### src/hw/rtl/assert_macros.svh
// assertion helpers used by the lexer rtl
`ifndef ASSERT_MACROS_SVH
`define ASSERT_MACROS_SVH

`ifndef SYNTHESIS

// same-cycle implication
`define ASSERT_IMPLY(lbl, ck, rn, ante, cons) \
  lbl: assert property (@(posedge ck) disable iff (!rn) (ante) |-> (cons)) \
    else $error("assertion failed");

// next-cycle implication
`define ASSERT_NEXT(lbl, ck, rn, ante, cons) \
  lbl: assert property (@(posedge ck) disable iff (!rn) (ante) |=> (cons)) \
    else $error("assertion failed");

`else

`define ASSERT_IMPLY(lbl, ck, rn, ante, cons)
`define ASSERT_NEXT(lbl, ck, rn, ante, cons)

`endif

`endif

### src/hw/rtl/kllc_pkg.sv
`default_nettype none

package kllc_pkg;

  // sizes
  localparam int CP_BITS      = 21;
  localparam int MAX_WORD_LEN = 7;
  localparam int WLEN_BITS    = $clog2(MAX_WORD_LEN + 1);
  localparam int WIDX_BITS    = $clog2(MAX_WORD_LEN);
  localparam int POS_BITS     = 24;
  localparam int DEPTH_BITS   = 16;
  localparam int KW_COUNT     = 16;
  localparam int KW_SLOTS     = 7;
  localparam int KW_BITS      = 4;
  localparam int FIFO_DEPTH   = 4;
  localparam int FPTR_BITS    = $clog2(FIFO_DEPTH);
  localparam int FCNT_BITS    = $clog2(FIFO_DEPTH + 1);

  typedef logic [CP_BITS-1:0]    cp_t;
  typedef logic [POS_BITS-1:0]   pos_t;
  typedef logic [DEPTH_BITS-1:0] depth_t;
  typedef logic [WLEN_BITS-1:0]  wlen_t;
  typedef logic [KW_BITS-1:0]    kw_idx_t;

  // error codes
  typedef enum logic [2:0] {
    ERR_BAD_CHAR   = 3'd0,
    ERR_TOO_LONG   = 3'd1,
    ERR_UNKNOWN    = 3'd2,
    ERR_UNMATCHED  = 3'd3,
    ERR_BREAK_OUT  = 3'd4,
    ERR_UNBALANCED = 3'd5
  } err_code_t;

  // keywords with a loop meaning
  localparam kw_idx_t KW_OPEN  = 4'd7;
  localparam kw_idx_t KW_CLOSE = 4'd8;
  localparam kw_idx_t KW_BREAK = 4'd9;

  // special characters
  localparam cp_t CP_NUL     = 21'h00;
  localparam cp_t CP_TAB     = 21'h09;
  localparam cp_t CP_CR      = 21'h0D;
  localparam cp_t CP_NEWLINE = 21'h0A;
  localparam cp_t CP_SPACE   = 21'h20;
  localparam cp_t CP_HASH    = 21'h23;

  // item payloads
  typedef struct packed {
    logic [CP_BITS-1:0] code_point;
    logic               end_of_text;
  } in_item_t;

  typedef struct packed {
    logic                is_error;
    logic [KW_BITS-1:0]  command_code;
    logic [2:0]          error_code;
    logic [POS_BITS-1:0] line_number;
    logic [POS_BITS-1:0] column_number;
    logic                last_of_run;
  } out_item_t;

  // keyword spelling, all code points below 0x100, unused slots zero
  localparam logic [7:0] KW_TEXT [KW_COUNT][KW_SLOTS] = '{
    '{8'h6D, 8'h61, 8'h72, 8'h69, 8'h63, 8'hF3, 8'h6E},
    '{8'h6D, 8'h61, 8'h72, 8'h61, 8'h63, 8'h6F, 8'h00},
    '{8'h77, 8'h65, 8'hF3, 8'h6E, 8'h00, 8'h00, 8'h00},
    '{8'h61, 8'h77, 8'h65, 8'h6F, 8'h6E, 8'h61, 8'h6F},
    '{8'h6D, 8'h61, 8'h72, 8'h61, 8'h63, 8'h61, 8'h00},
    '{8'h63, 8'h68, 8'h75, 8'h63, 8'h68, 8'h61, 8'h00},
    '{8'h70, 8'h75, 8'h74, 8'h61, 8'h00, 8'h00, 8'h00},
    '{8'h70, 8'h69, 8'h63, 8'h68, 8'h75, 8'h6C, 8'h61},
    '{8'h74, 8'h75, 8'h6C, 8'h61, 8'h00, 8'h00, 8'h00},
    '{8'h70, 8'h69, 8'h63, 8'h6F, 8'h00, 8'h00, 8'h00},
    '{8'h63, 8'h74, 8'h6D, 8'h00, 8'h00, 8'h00, 8'h00},
    '{8'h71, 8'h75, 8'hE9, 8'h77, 8'h65, 8'hE1, 8'h00},
    '{8'h63, 8'h68, 8'hFA, 8'h70, 8'h61, 8'h6C, 8'h61},
    '{8'h62, 8'h72, 8'hED, 8'h67, 8'h69, 8'h64, 8'h6F},
    '{8'h70, 8'h65, 8'h72, 8'h6B, 8'h69, 8'h6E, 8'h00},
    '{8'h6D, 8'h69, 8'h65, 8'h72, 8'h64, 8'h61, 8'h00}
  };

  localparam int KW_LEN [KW_COUNT] = '{7, 6, 4, 7, 6, 6, 4, 7, 4, 4, 3, 6, 7, 7, 6, 6};

  // accepted word letters
  localparam int NUM_LETTERS = 24;
  localparam logic [7:0] LETTERS [NUM_LETTERS] = '{
    8'h61, 8'h62, 8'h63, 8'h64, 8'h65, 8'h67, 8'h68, 8'h69, 8'h6B, 8'h6C,
    8'h6D, 8'h6E, 8'h6F, 8'h70, 8'h71, 8'h72, 8'h74, 8'h75, 8'h77,
    8'hE1, 8'hE9, 8'hED, 8'hF3, 8'hFA
  };

endpackage

`default_nettype wire

### src/hw/rtl/keyword_lexer_with_loop_check.sv
`default_nettype none
// channel | ports                          | payload
// --------+--------------------------------+------------------------
// input   | in_valid, in_ready, in_data    | code point, end flag
// output  | out_valid, out_ready, out_data | command or error report
//
// one item per cycle: an input register feeds the keyword compare and state
// update, which writes zero, one or two results into a four-entry output fifo.
// an item leaves the input register when the fifo holds at most two results,
// so the rate drops only while the consumer stalls.
// reset is synchronous and active low; after an error the block still takes
// items but reports nothing until reset.

`include "assert_macros.svh"

module keyword_lexer_with_loop_check (
  input  wire                      clk,
  input  wire                      rst_n,
  input  wire                      in_valid,
  output logic                     in_ready,
  input  wire kllc_pkg::in_item_t  in_data,
  output logic                     out_valid,
  input  wire                      out_ready,
  output kllc_pkg::out_item_t      out_data
);
  import kllc_pkg::*;

  // input register
  logic     st_valid_r;
  in_item_t st_data_r;
  logic     st_adv;

  // lexer state
  cp_t    word_r [MAX_WORD_LEN];
  cp_t    word_nxt [MAX_WORD_LEN];
  wlen_t  wlen_r, wlen_nxt;
  logic   in_comment_r, in_comment_nxt;
  pos_t   line_r, line_nxt;
  pos_t   col_r, col_nxt;
  depth_t depth_r, depth_nxt;
  logic   halted_r, halted_nxt;

  // results of the current item
  out_item_t res0, res1;
  logic [1:0] push_raw, push_cnt;

  // output fifo
  out_item_t fifo_r [FIFO_DEPTH];
  logic [FPTR_BITS-1:0] wr_ptr_r, rd_ptr_r;
  logic [FCNT_BITS-1:0] fifo_cnt_r;
  logic pop;

  // character classes and keyword match
  cp_t     cp;
  logic    is_bnd, is_letter, kw_hit;
  kw_idx_t kw_idx;
  pos_t    start_col;

  function automatic out_item_t mk_res(logic err, kw_idx_t cmd, err_code_t ec,
                                       pos_t line, pos_t col);
    out_item_t r;
    r.is_error      = err;
    r.command_code  = cmd;
    r.error_code    = ec;
    r.line_number   = line;
    r.column_number = col;
    r.last_of_run   = 1'b0;
    return r;
  endfunction

  // advance the input register when two fifo slots are sure to be free
  assign st_adv   = st_valid_r && (fifo_cnt_r <= FCNT_BITS'(FIFO_DEPTH - 2));
  assign in_ready = !st_valid_r || st_adv;

  always_ff @(posedge clk) begin
    if (!rst_n) begin
      st_valid_r <= 1'b0;
    end else if (in_ready) begin
      st_valid_r <= in_valid;
    end
    if (in_ready && in_valid) begin
      st_data_r <= in_data;
    end
  end

  // classify the character
  assign cp     = st_data_r.end_of_text ? CP_NUL : st_data_r.code_point;
  assign is_bnd = (cp == CP_SPACE) || ((cp >= CP_TAB) && (cp <= CP_CR)) ||
                  (cp == CP_HASH) || (cp == CP_NUL);

  always_comb begin
    is_letter = 1'b0;
    for (int i = 0; i < NUM_LETTERS; i++) begin
      if (cp == {{(CP_BITS-8){1'b0}}, LETTERS[i]}) is_letter = 1'b1;
    end
  end

  // parallel compare against every keyword
  always_comb begin
    logic eq;
    kw_hit = 1'b0;
    kw_idx = '0;
    for (int k = 0; k < KW_COUNT; k++) begin
      eq = (wlen_r == WLEN_BITS'(KW_LEN[k]));
      for (int i = 0; i < KW_SLOTS; i++) begin
        if (word_r[i] != {{(CP_BITS-8){1'b0}}, KW_TEXT[k][i]}) eq = 1'b0;
      end
      if (eq && !kw_hit) begin
        kw_hit = 1'b1;
        kw_idx = KW_BITS'(k);
      end
    end
  end

  // start column of the pending word, clamped at zero
  assign start_col = (col_r >= POS_BITS'(wlen_r)) ? (col_r - POS_BITS'(wlen_r)) : '0;

  // state update and results for one item
  always_comb begin
    logic stop;
    logic err;
    err_code_t ec;
    word_nxt       = word_r;
    wlen_nxt       = wlen_r;
    in_comment_nxt = in_comment_r;
    line_nxt       = line_r;
    col_nxt        = col_r;
    depth_nxt      = depth_r;
    halted_nxt     = halted_r;
    res0           = '0;
    res1           = '0;
    push_raw       = 2'd0;
    stop           = 1'b0;
    err            = 1'b0;
    ec             = ERR_UNKNOWN;
    if (!halted_r) begin
      if (cp == CP_HASH) in_comment_nxt = 1'b1;

      if (is_bnd) begin
        // flush a pending word
        if (wlen_r != '0) begin
          for (int i = 0; i < MAX_WORD_LEN; i++) word_nxt[i] = '0;
          wlen_nxt = '0;
          if (!kw_hit) begin
            err = 1'b1;
            ec  = ERR_UNKNOWN;
          end else if (kw_idx == KW_OPEN) begin
            if (depth_r != '1) depth_nxt = depth_r + 1'b1;
          end else if (kw_idx == KW_CLOSE) begin
            if (depth_r == '0) begin
              err = 1'b1;
              ec  = ERR_UNMATCHED;
            end else begin
              depth_nxt = depth_r - 1'b1;
            end
          end else if (kw_idx == KW_BREAK) begin
            if (depth_r == '0) begin
              err = 1'b1;
              ec  = ERR_BREAK_OUT;
            end
          end
          if (err) begin
            res0       = mk_res(1'b1, '0, ec, line_r, start_col);
            halted_nxt = 1'b1;
            stop       = 1'b1;
          end else begin
            res0 = mk_res(1'b0, kw_idx, ERR_BAD_CHAR, line_r, start_col);
          end
          push_raw = 2'd1;
        end
      end else if (!in_comment_r) begin
        // gather a letter
        if (!is_letter) begin
          res0       = mk_res(1'b1, '0, ERR_BAD_CHAR, line_r, col_r);
          push_raw   = 2'd1;
          halted_nxt = 1'b1;
          stop       = 1'b1;
        end else if (wlen_r >= WLEN_BITS'(MAX_WORD_LEN)) begin
          res0       = mk_res(1'b1, '0, ERR_TOO_LONG, line_r, start_col);
          push_raw   = 2'd1;
          halted_nxt = 1'b1;
          stop       = 1'b1;
        end else begin
          word_nxt[wlen_r[WIDX_BITS-1:0]] = cp;
          wlen_nxt = wlen_r + 1'b1;
        end
      end

      if (!stop) begin
        // position tracking
        if (cp == CP_NEWLINE) begin
          if (line_r != '1) line_nxt = line_r + 1'b1;
          col_nxt        = POS_BITS'(1);
          in_comment_nxt = 1'b0;
        end else if (col_r != '1) begin
          col_nxt = col_r + 1'b1;
        end
        // balance check at end of text
        if (st_data_r.end_of_text && (depth_nxt != '0)) begin
          if (push_raw == 2'd0) begin
            res0     = mk_res(1'b1, '0, ERR_UNBALANCED, line_r, col_r);
            push_raw = 2'd1;
          end else begin
            res1     = mk_res(1'b1, '0, ERR_UNBALANCED, line_r, col_r);
            push_raw = 2'd2;
          end
          halted_nxt = 1'b1;
        end
      end

      // mark the final result of the item
      if (push_raw == 2'd1) res0.last_of_run = 1'b1;
      if (push_raw == 2'd2) res1.last_of_run = 1'b1;
    end
  end

  assign push_cnt = st_adv ? push_raw : 2'd0;

  always_ff @(posedge clk) begin
    if (!rst_n) begin
      for (int i = 0; i < MAX_WORD_LEN; i++) word_r[i] <= '0;
      wlen_r       <= '0;
      in_comment_r <= 1'b0;
      line_r       <= POS_BITS'(1);
      col_r        <= POS_BITS'(1);
      depth_r      <= '0;
      halted_r     <= 1'b0;
    end else if (st_adv) begin
      word_r       <= word_nxt;
      wlen_r       <= wlen_nxt;
      in_comment_r <= in_comment_nxt;
      line_r       <= line_nxt;
      col_r        <= col_nxt;
      depth_r      <= depth_nxt;
      halted_r     <= halted_nxt;
    end
  end

  // output fifo
  assign pop       = out_valid && out_ready;
  assign out_valid = (fifo_cnt_r != '0);
  assign out_data  = fifo_r[rd_ptr_r];

  always_ff @(posedge clk) begin
    if (push_cnt != 2'd0) fifo_r[wr_ptr_r] <= res0;
    if (push_cnt == 2'd2) fifo_r[wr_ptr_r + FPTR_BITS'(1)] <= res1;
  end

  always_ff @(posedge clk) begin
    if (!rst_n) begin
      wr_ptr_r   <= '0;
      rd_ptr_r   <= '0;
      fifo_cnt_r <= '0;
    end else begin
      wr_ptr_r   <= wr_ptr_r + FPTR_BITS'(push_cnt);
      rd_ptr_r   <= rd_ptr_r + FPTR_BITS'(pop);
      fifo_cnt_r <= fifo_cnt_r + FCNT_BITS'(push_cnt) - FCNT_BITS'(pop);
    end
  end

  // checks
  `ASSERT_IMPLY(a_fifo_bound, clk, rst_n, 1'b1, fifo_cnt_r <= FCNT_BITS'(FIFO_DEPTH))
  `ASSERT_IMPLY(a_halt_silent, clk, rst_n, halted_r, push_cnt == 2'd0)
  `ASSERT_NEXT(a_halt_sticky, clk, rst_n, halted_r, halted_r)
  `ASSERT_IMPLY(a_two_at_end, clk, rst_n, push_cnt == 2'd2, st_data_r.end_of_text)
  `ASSERT_IMPLY(a_word_bound, clk, rst_n, 1'b1, wlen_r <= WLEN_BITS'(MAX_WORD_LEN))

endmodule

`default_nettype wire

### config.mk
export PLATFORM = sky130hd
export DESIGN_NAME = keyword_lexer_with_loop_check
export DESIGN_NICKNAME = d
export VERILOG_FILES = /design/src/hw/rtl/kllc_pkg.sv /design/src/hw/rtl/keyword_lexer_with_loop_check.sv
export VERILOG_INCLUDE_DIRS = /design/src /design/src/hw/rtl
export SDC_FILE = /design/constraint.sdc
export NUM_CORES = 1
export LEC_CHECK = 0
export BUFFER_PORTS_ARGS = -buffer_cell sky130_fd_sc_hd__buf_2
export CORE_UTILIZATION = 60
export CTS_BUF_LIST = sky130_fd_sc_hd__clkbuf_4 sky130_fd_sc_hd__clkbuf_8 sky130_fd_sc_hd__clkbuf_16
export DETAILED_ROUTE_END_ITERATION = 10
export GPL_TIMING_DRIVEN = 1
export PLACE_DENSITY = 0.78
export SLEW_MARGIN = 20
export SYNTH_ARGS = -nofsm -noshare
export SYNTH_HDL_FRONTEND = slang
export SYNTH_SLANG_ARGS = --single-unit
### constraint.sdc
create_clock -name clk -period 13.11 [get_ports clk]
set_clock_uncertainty 0.05 [all_clocks]
set_input_delay 1.9665 -clock clk [delete_from_list [all_inputs] [get_ports clk]]
set_output_delay 1.9665 -clock clk [all_outputs]
set_load 0.02 [all_outputs]
**Word level (Yosys, flattened, before mapping)**

Memories as Yosys holds them, arrays and structs flattened. A register that Yosys moved wholly into a read port is not among the register bits.
Index checks and enable logic that the tools add are counted.

- Bits of input ports: 26
- RAM bits: 228
- Bits in registers: 246
- Logic and storage cells: 443
- Memories kept: 1
- Output and inout bits: 59

Memories:

| name | words | width | rd ports | clocked after memory_dff | wr ports | RTL line | source |
|---|---|---|---|---|---|---|---|
| fifo_r | 4 | 57 | 1 | 1 | 2 | keyword_lexer_with_loop_check.sv:48 | `out_item_t fifo_r [FIFO_DEPTH];` |

- Multiplexer cells: 245
- Equality and inequality tests: 99
- Order comparisons: 7
- Bitwise logic cells: 3
- Reduce and logical (&&, ||, !) cells: 58
- Add/subtract/negate cells: 11

Operators with widths:

| operator | count |
|---|---|
| $ne 21x7->1 const B | 50 |
| $mux 57 | 14 |
| $mux 147 | 5 |
| $eq 21x7->1 const B | 19 |
| $mux 1 | 178 |
| $bwmux 147 | 1 |
| $mux 16 | 8 |
| $ne 21x8->1 const B | 6 |
| $eq 21x8->1 const B | 5 |
| $reduce_bool 21->1 | 4 |
| $mux 24 | 3 |
| $demux 21 s3 | 1 |
| $mux 4 | 14 |
| $add 24x1->24 const B | 2 |
| $ne 24x24->1 const B | 2 |
| $eq 21x6->1 const B | 2 |
| $mux 21 | 2 |
| $mux 3 | 10 |
| $ge 24x3->1 | 1 |
| $sub 24x3->24 | 1 |
| $eq 21x4->1 const B | 1 |
| $ge 21x4->1 const B | 1 |
| $le 21x4->1 const B | 1 |
| $logic_and 1x1->1 | 21 |
| 36 further kinds | 71 |

**Depth between registers and ports, before layout**

- Depth in word-level cells: 73
- Depth in mapped cells: 25
- Mapped depth without buffers: 22

**Least setup slack after synthesis**

Ideal clock, no wire load.

- Path kind: register -> register
- From: register wlen_r[1]
- To: memory fifo_r[0][0] (netlist bit), enable pin
- Required time: 12654 ps
- Slack: 6479 ps
- Library setup time: 406 ps
- Path buffers: 2
- Data arrival time: 6175 ps
- Period minus slack after synthesis: 6631 ps
- Stages on the path, launching flop included: 22
- Cells stage by stage: dfxtp_1 > ha_1 > ha_1 > or4b_2 > or4_1 > nor4_1 > nand4_1 > o32ai_1 > mux2i_1 > o2111ai_1 > and4b_1 > a21bo_4 > inv_2 > buf_2 > ha_1 > nand2b_1 > nor2_1 > o21ai_0 > clkbuf_1 > nor2_1 > nor2_1 > inv_1

RTL lines:

| item | RTL line | source |
|---|---|---|
| from (decl) | keyword_lexer_with_loop_check.sv:36 | `wlen_t wlen_r, wlen_nxt;` |
| from (signal assigned) | keyword_lexer_with_loop_check.sv:230 | `wlen_r <= wlen_nxt;` |
| to (decl) | keyword_lexer_with_loop_check.sv:48 |  |

==> results_dict.tcl <==
set metrics [dict create \
    critPathRequiredTime_ns 13.52 \
    clockBufferDepth 3 \
    synthArstFlopShare_pct 0 \
    cts_tree "yes" \
    placed_area_sq_um 24920 \
    status "finished clean" \
    synth.ff_latch_count 474 \
    fillCellCount 2954 \
    hold_buffers 0 \
    setup_tns_ns 0 \
    dieWidth_microns 202.9 \
    cts_resized 0 \
    yosysSeqAreaShare_pct 48.68 \
    core_area_sq_um 39730 \
    synth_area_per_cell_sq_um 10.11 \
    cp_slowest_stage_delay_ns 1.06 \
    fmax_ghz 0.1269 \
    design_area_sq_um 26500 \
    wl_microns 78440 \
    start_util_pct 60.97 \
    ctsHtreeMaxLevel 2 \
    clkTransAtPathRegs_ns 0.07 \
    final_layout_size_suffix_gt1_share_pct 13.11 \
    cts_sinks 474 \
    path_common_cell "ha_1" \
    synth-edff-count 230 \
    leakage_nw 9.432 \
    drtPass1Iterations 6 \
    ff_latch_area_sq_um 11800 \
    cp_cell_sequence "ha_1, ha_1, or4b_2, or4_1, nor4_1, nand4_1, o32ai_1, mux2i_1, o2111ai_1, and4b_1, a21bo_4, inv_2, ha_1, nor2_1, a211oi_1, a32o_1, a22o_1" \
    rsz0062_at_grt "no" \
    dp_slack_ns 5.239 \
    path_class "flop to flop" \
    min_period_ns 7.883 \
    netlist_area_sq_um 24220 \
    grt_pass1_wl_microns 118900 \
    post-cts-setup-buffers 0 \
    crit_path_end_kind "flop" \
    row_count 73 \
    startpoint_type "flop" \
    ioPinCount 85 \
    setup_ws_ns 5.227 \
    multi_input_area_sq_um 11630 \
    worst_pin_slew_ns 1.226 \
    synth_fp_nets 2443 \
    antenna_found_initial 2 \
    synth_ff_type "dfxtp_1" \
    critPathArrivalTime_ns 8.29 \
    grt_pass1_vias 19910 \
    vdd_drop_max_mv 0.1139 \
    drv_slew 0 \
    synth_cell_type_count 85 \
    nets 2433 \
    die_area_sq_um 41180 \
    synthToLayoutAreaGrowth_pct 9.374 \
    clock_latency_ns 0.62 \
    grtUsageTotal_pct 37.83 \
    routabilityCongestion 1.087 \
    period_share_pct 60.13 \
    total_power_mw 3.462 \
    pwr_density_cell_nw_per_um2 130.7 \
    drtAntennaViolNets 0 \
    crit_path_max_fanout 20 \
    drt_iter0_drc 2587 \
    die_y_microns 202.9 \
    crit_family "compound AO/OA/AOI/OAI gates" \
    overflow 0 \
    port_buffers 84 \
    cts_made_buffers 47 \
    setup_violations 0 \
    post-dp-hpwl_microns 54620 \
    relSlewSlack_pct 18.28 \
    postSynthCellCount 2397 \
    hold_violations 0 \
    post_drt_via_cell_ratio 6.967 \
    max_cap_viol_count 0 \
    wl_per_cell_microns 26.57 \
    grt_start_max_net_pins 125 \
    ys_warn_count 0 \
    drc 0 \
    crit_slowest_cell "a32o_1" \
    path_buf_inv 1 \
    hold_class "flop to flop" \
    clock_tree.root_cell "clkbuf_16" \
    num_vias 20567 \
]
-- power breakdown --
part           internal (mW)  leakage (nW)  switching [mW]  total (mW)
Combinational          0.196          4.46           0.298       0.494
Sequential              1.59          4.19          0.0560        1.64
Clock                  0.739         0.781           0.586        1.33
Total                   2.52          9.43           0.939        3.46
-- cells in the mapped netlist (36+ instances only) --
library cell | n | share of area (%)
a32oi_1 | 43 | 1.6
o21ai_0 | 78 | 1.6
and2_1 | 48 | 1.2
nor2b_1 | 139 | 3.6
xor2_1 | 36 | 1.3
nand3_1 | 91 | 1.9
inv_1 | 38 | 0.59
mux4_2 | 57 | 5.3
and3_1 | 119 | 3.1
a21oi_1 | 58 | 1.2
nand4_1 | 90 | 2.3
a21o_1 | 43 | 1.3
clkbuf_1 | 150 | 2.3
nand2_1 | 144 | 2.2
edfxtp_1 | 230 | 29
nor2_1 | 178 | 2.8
dfxtp_1 | 244 | 20
nor3_1 | 80 | 1.7
nor4_1 | 82 | 2.1
-- worst reg2reg max path, cell delays in order (launching register included) --
cell and delay [ns]:
dfxtp_1 0.49, ha_1 0.25, ha_1 0.33, or4b_2 0.62, or4_1 0.44, nor4_1 0.54, nand4_1 0.46, o32ai_1 0.57
mux2i_1 0.25, o2111ai_1 0.12, and4b_1 0.37, a21bo_4 0.21, inv_2 0.16, ha_1 0.39, nor2_1 0.18, a211oi_1 0.94
a32o_1 1.06, a22o_1 0.31
-- flip-flops by register name, summed over array words and instances (netlist names), 2 cells and up --
signal      flops
wlen_r          3
rd_ptr_r        2
col_r          24
st_data_r      22
word_r        147
fifo_cnt_r      3
line_r         24
depth_r        16
wr_ptr_r        2
fifo_r        228
-- kinds of logic after synthesis --
logic type	count (synthesis)	synth area share, %
fa+ha+maj	20	1.095
xor+xnor	68	2.459
compound gates	403	11.90
flops	474	48.68
mux	64	5.599
buf+inv	222	3.543
simple gates	1146	26.73
-- final cells by class --
class	count	area share [%]
antenna	1	0.009445
clock buffer	69	5.180
clock inverter	19	0.6045
inverter	40	0.5667
multi-input combinational	1701	43.89
sequential	474	44.52
tap	525	2.479
timing repair buffer	123	2.744
-- per-stage QoR --
stage,cells,util [%],hold WS (ns)
final,2952,66.69,0.4161
after global routing,2951,66.68,0.4380
after CTS,2949,66.57,0.4157
after detailed placement,2861,62.71,0.3928
after global placement,2861,62.71,0.3784
after floorplan,2397,-,0.3698
-- layer usage --
metal  wire length, microns  vias up  global-route usage, %
li1                       -     9043                      -
met1                  29850    10030                  47.58
met2                  37790     1258                  63.06
met3                   6622      236                  5.249
met4                   4168        0                  20.78
met5                      0        -                      0
-- path summary, 6_finish.rpt --
| check | from | end | slack (ns) | depth (start not counted) |
|---|---|---|---|---|
| max | wlen_r[0] | fifo_r[1][11] | 5.23 | 17 |
| min | fifo_r[2][54] | fifo_r[2][54] | 0.42 | 2 |
| max reg2reg | wlen_r[0] | fifo_r[1][11] | 5.23 | 17 |
| min reg2reg | fifo_r[2][54] | fifo_r[2][54] | 0.42 | 2 |
-- layout by cell type (no fill, tap or decap), types with 12 or more instances in the layout --
master     synthesis  final
buf_4              0     38
buf_2             20     83
mux4_2            57     57
a21o_1            43     43
xor2_1            36     36
o2bb2ai_1         16     16
nand3_1           91     91
and3_1           119    119
nand4_1           90     90
ha_1              18     18
nor4bb_1          15     13
a32oi_1           43     43
nor2b_1          139    139
edfxtp_1         230    230
a21boi_0          25     25
nor4_1            82     81
nor2_1           178    177
clkbuf_4           0     17
xnor2_1           32     32
or4_1             25     25
or3_1             26     26
inv_1             38     34
or2_2             12     12
a21oi_1           58     58
a22o_1            32     32
o21ai_0           78     74
nand2b_1          15     15
clkbuf_16          0     47
a31oi_1           14     14
and2_1            48     48
dfxtp_1          244    242
nand2_1          144    144
nor3_1            80     80
and4_1            15     15
Note: power is estimated with default switching activity, not from simulation.
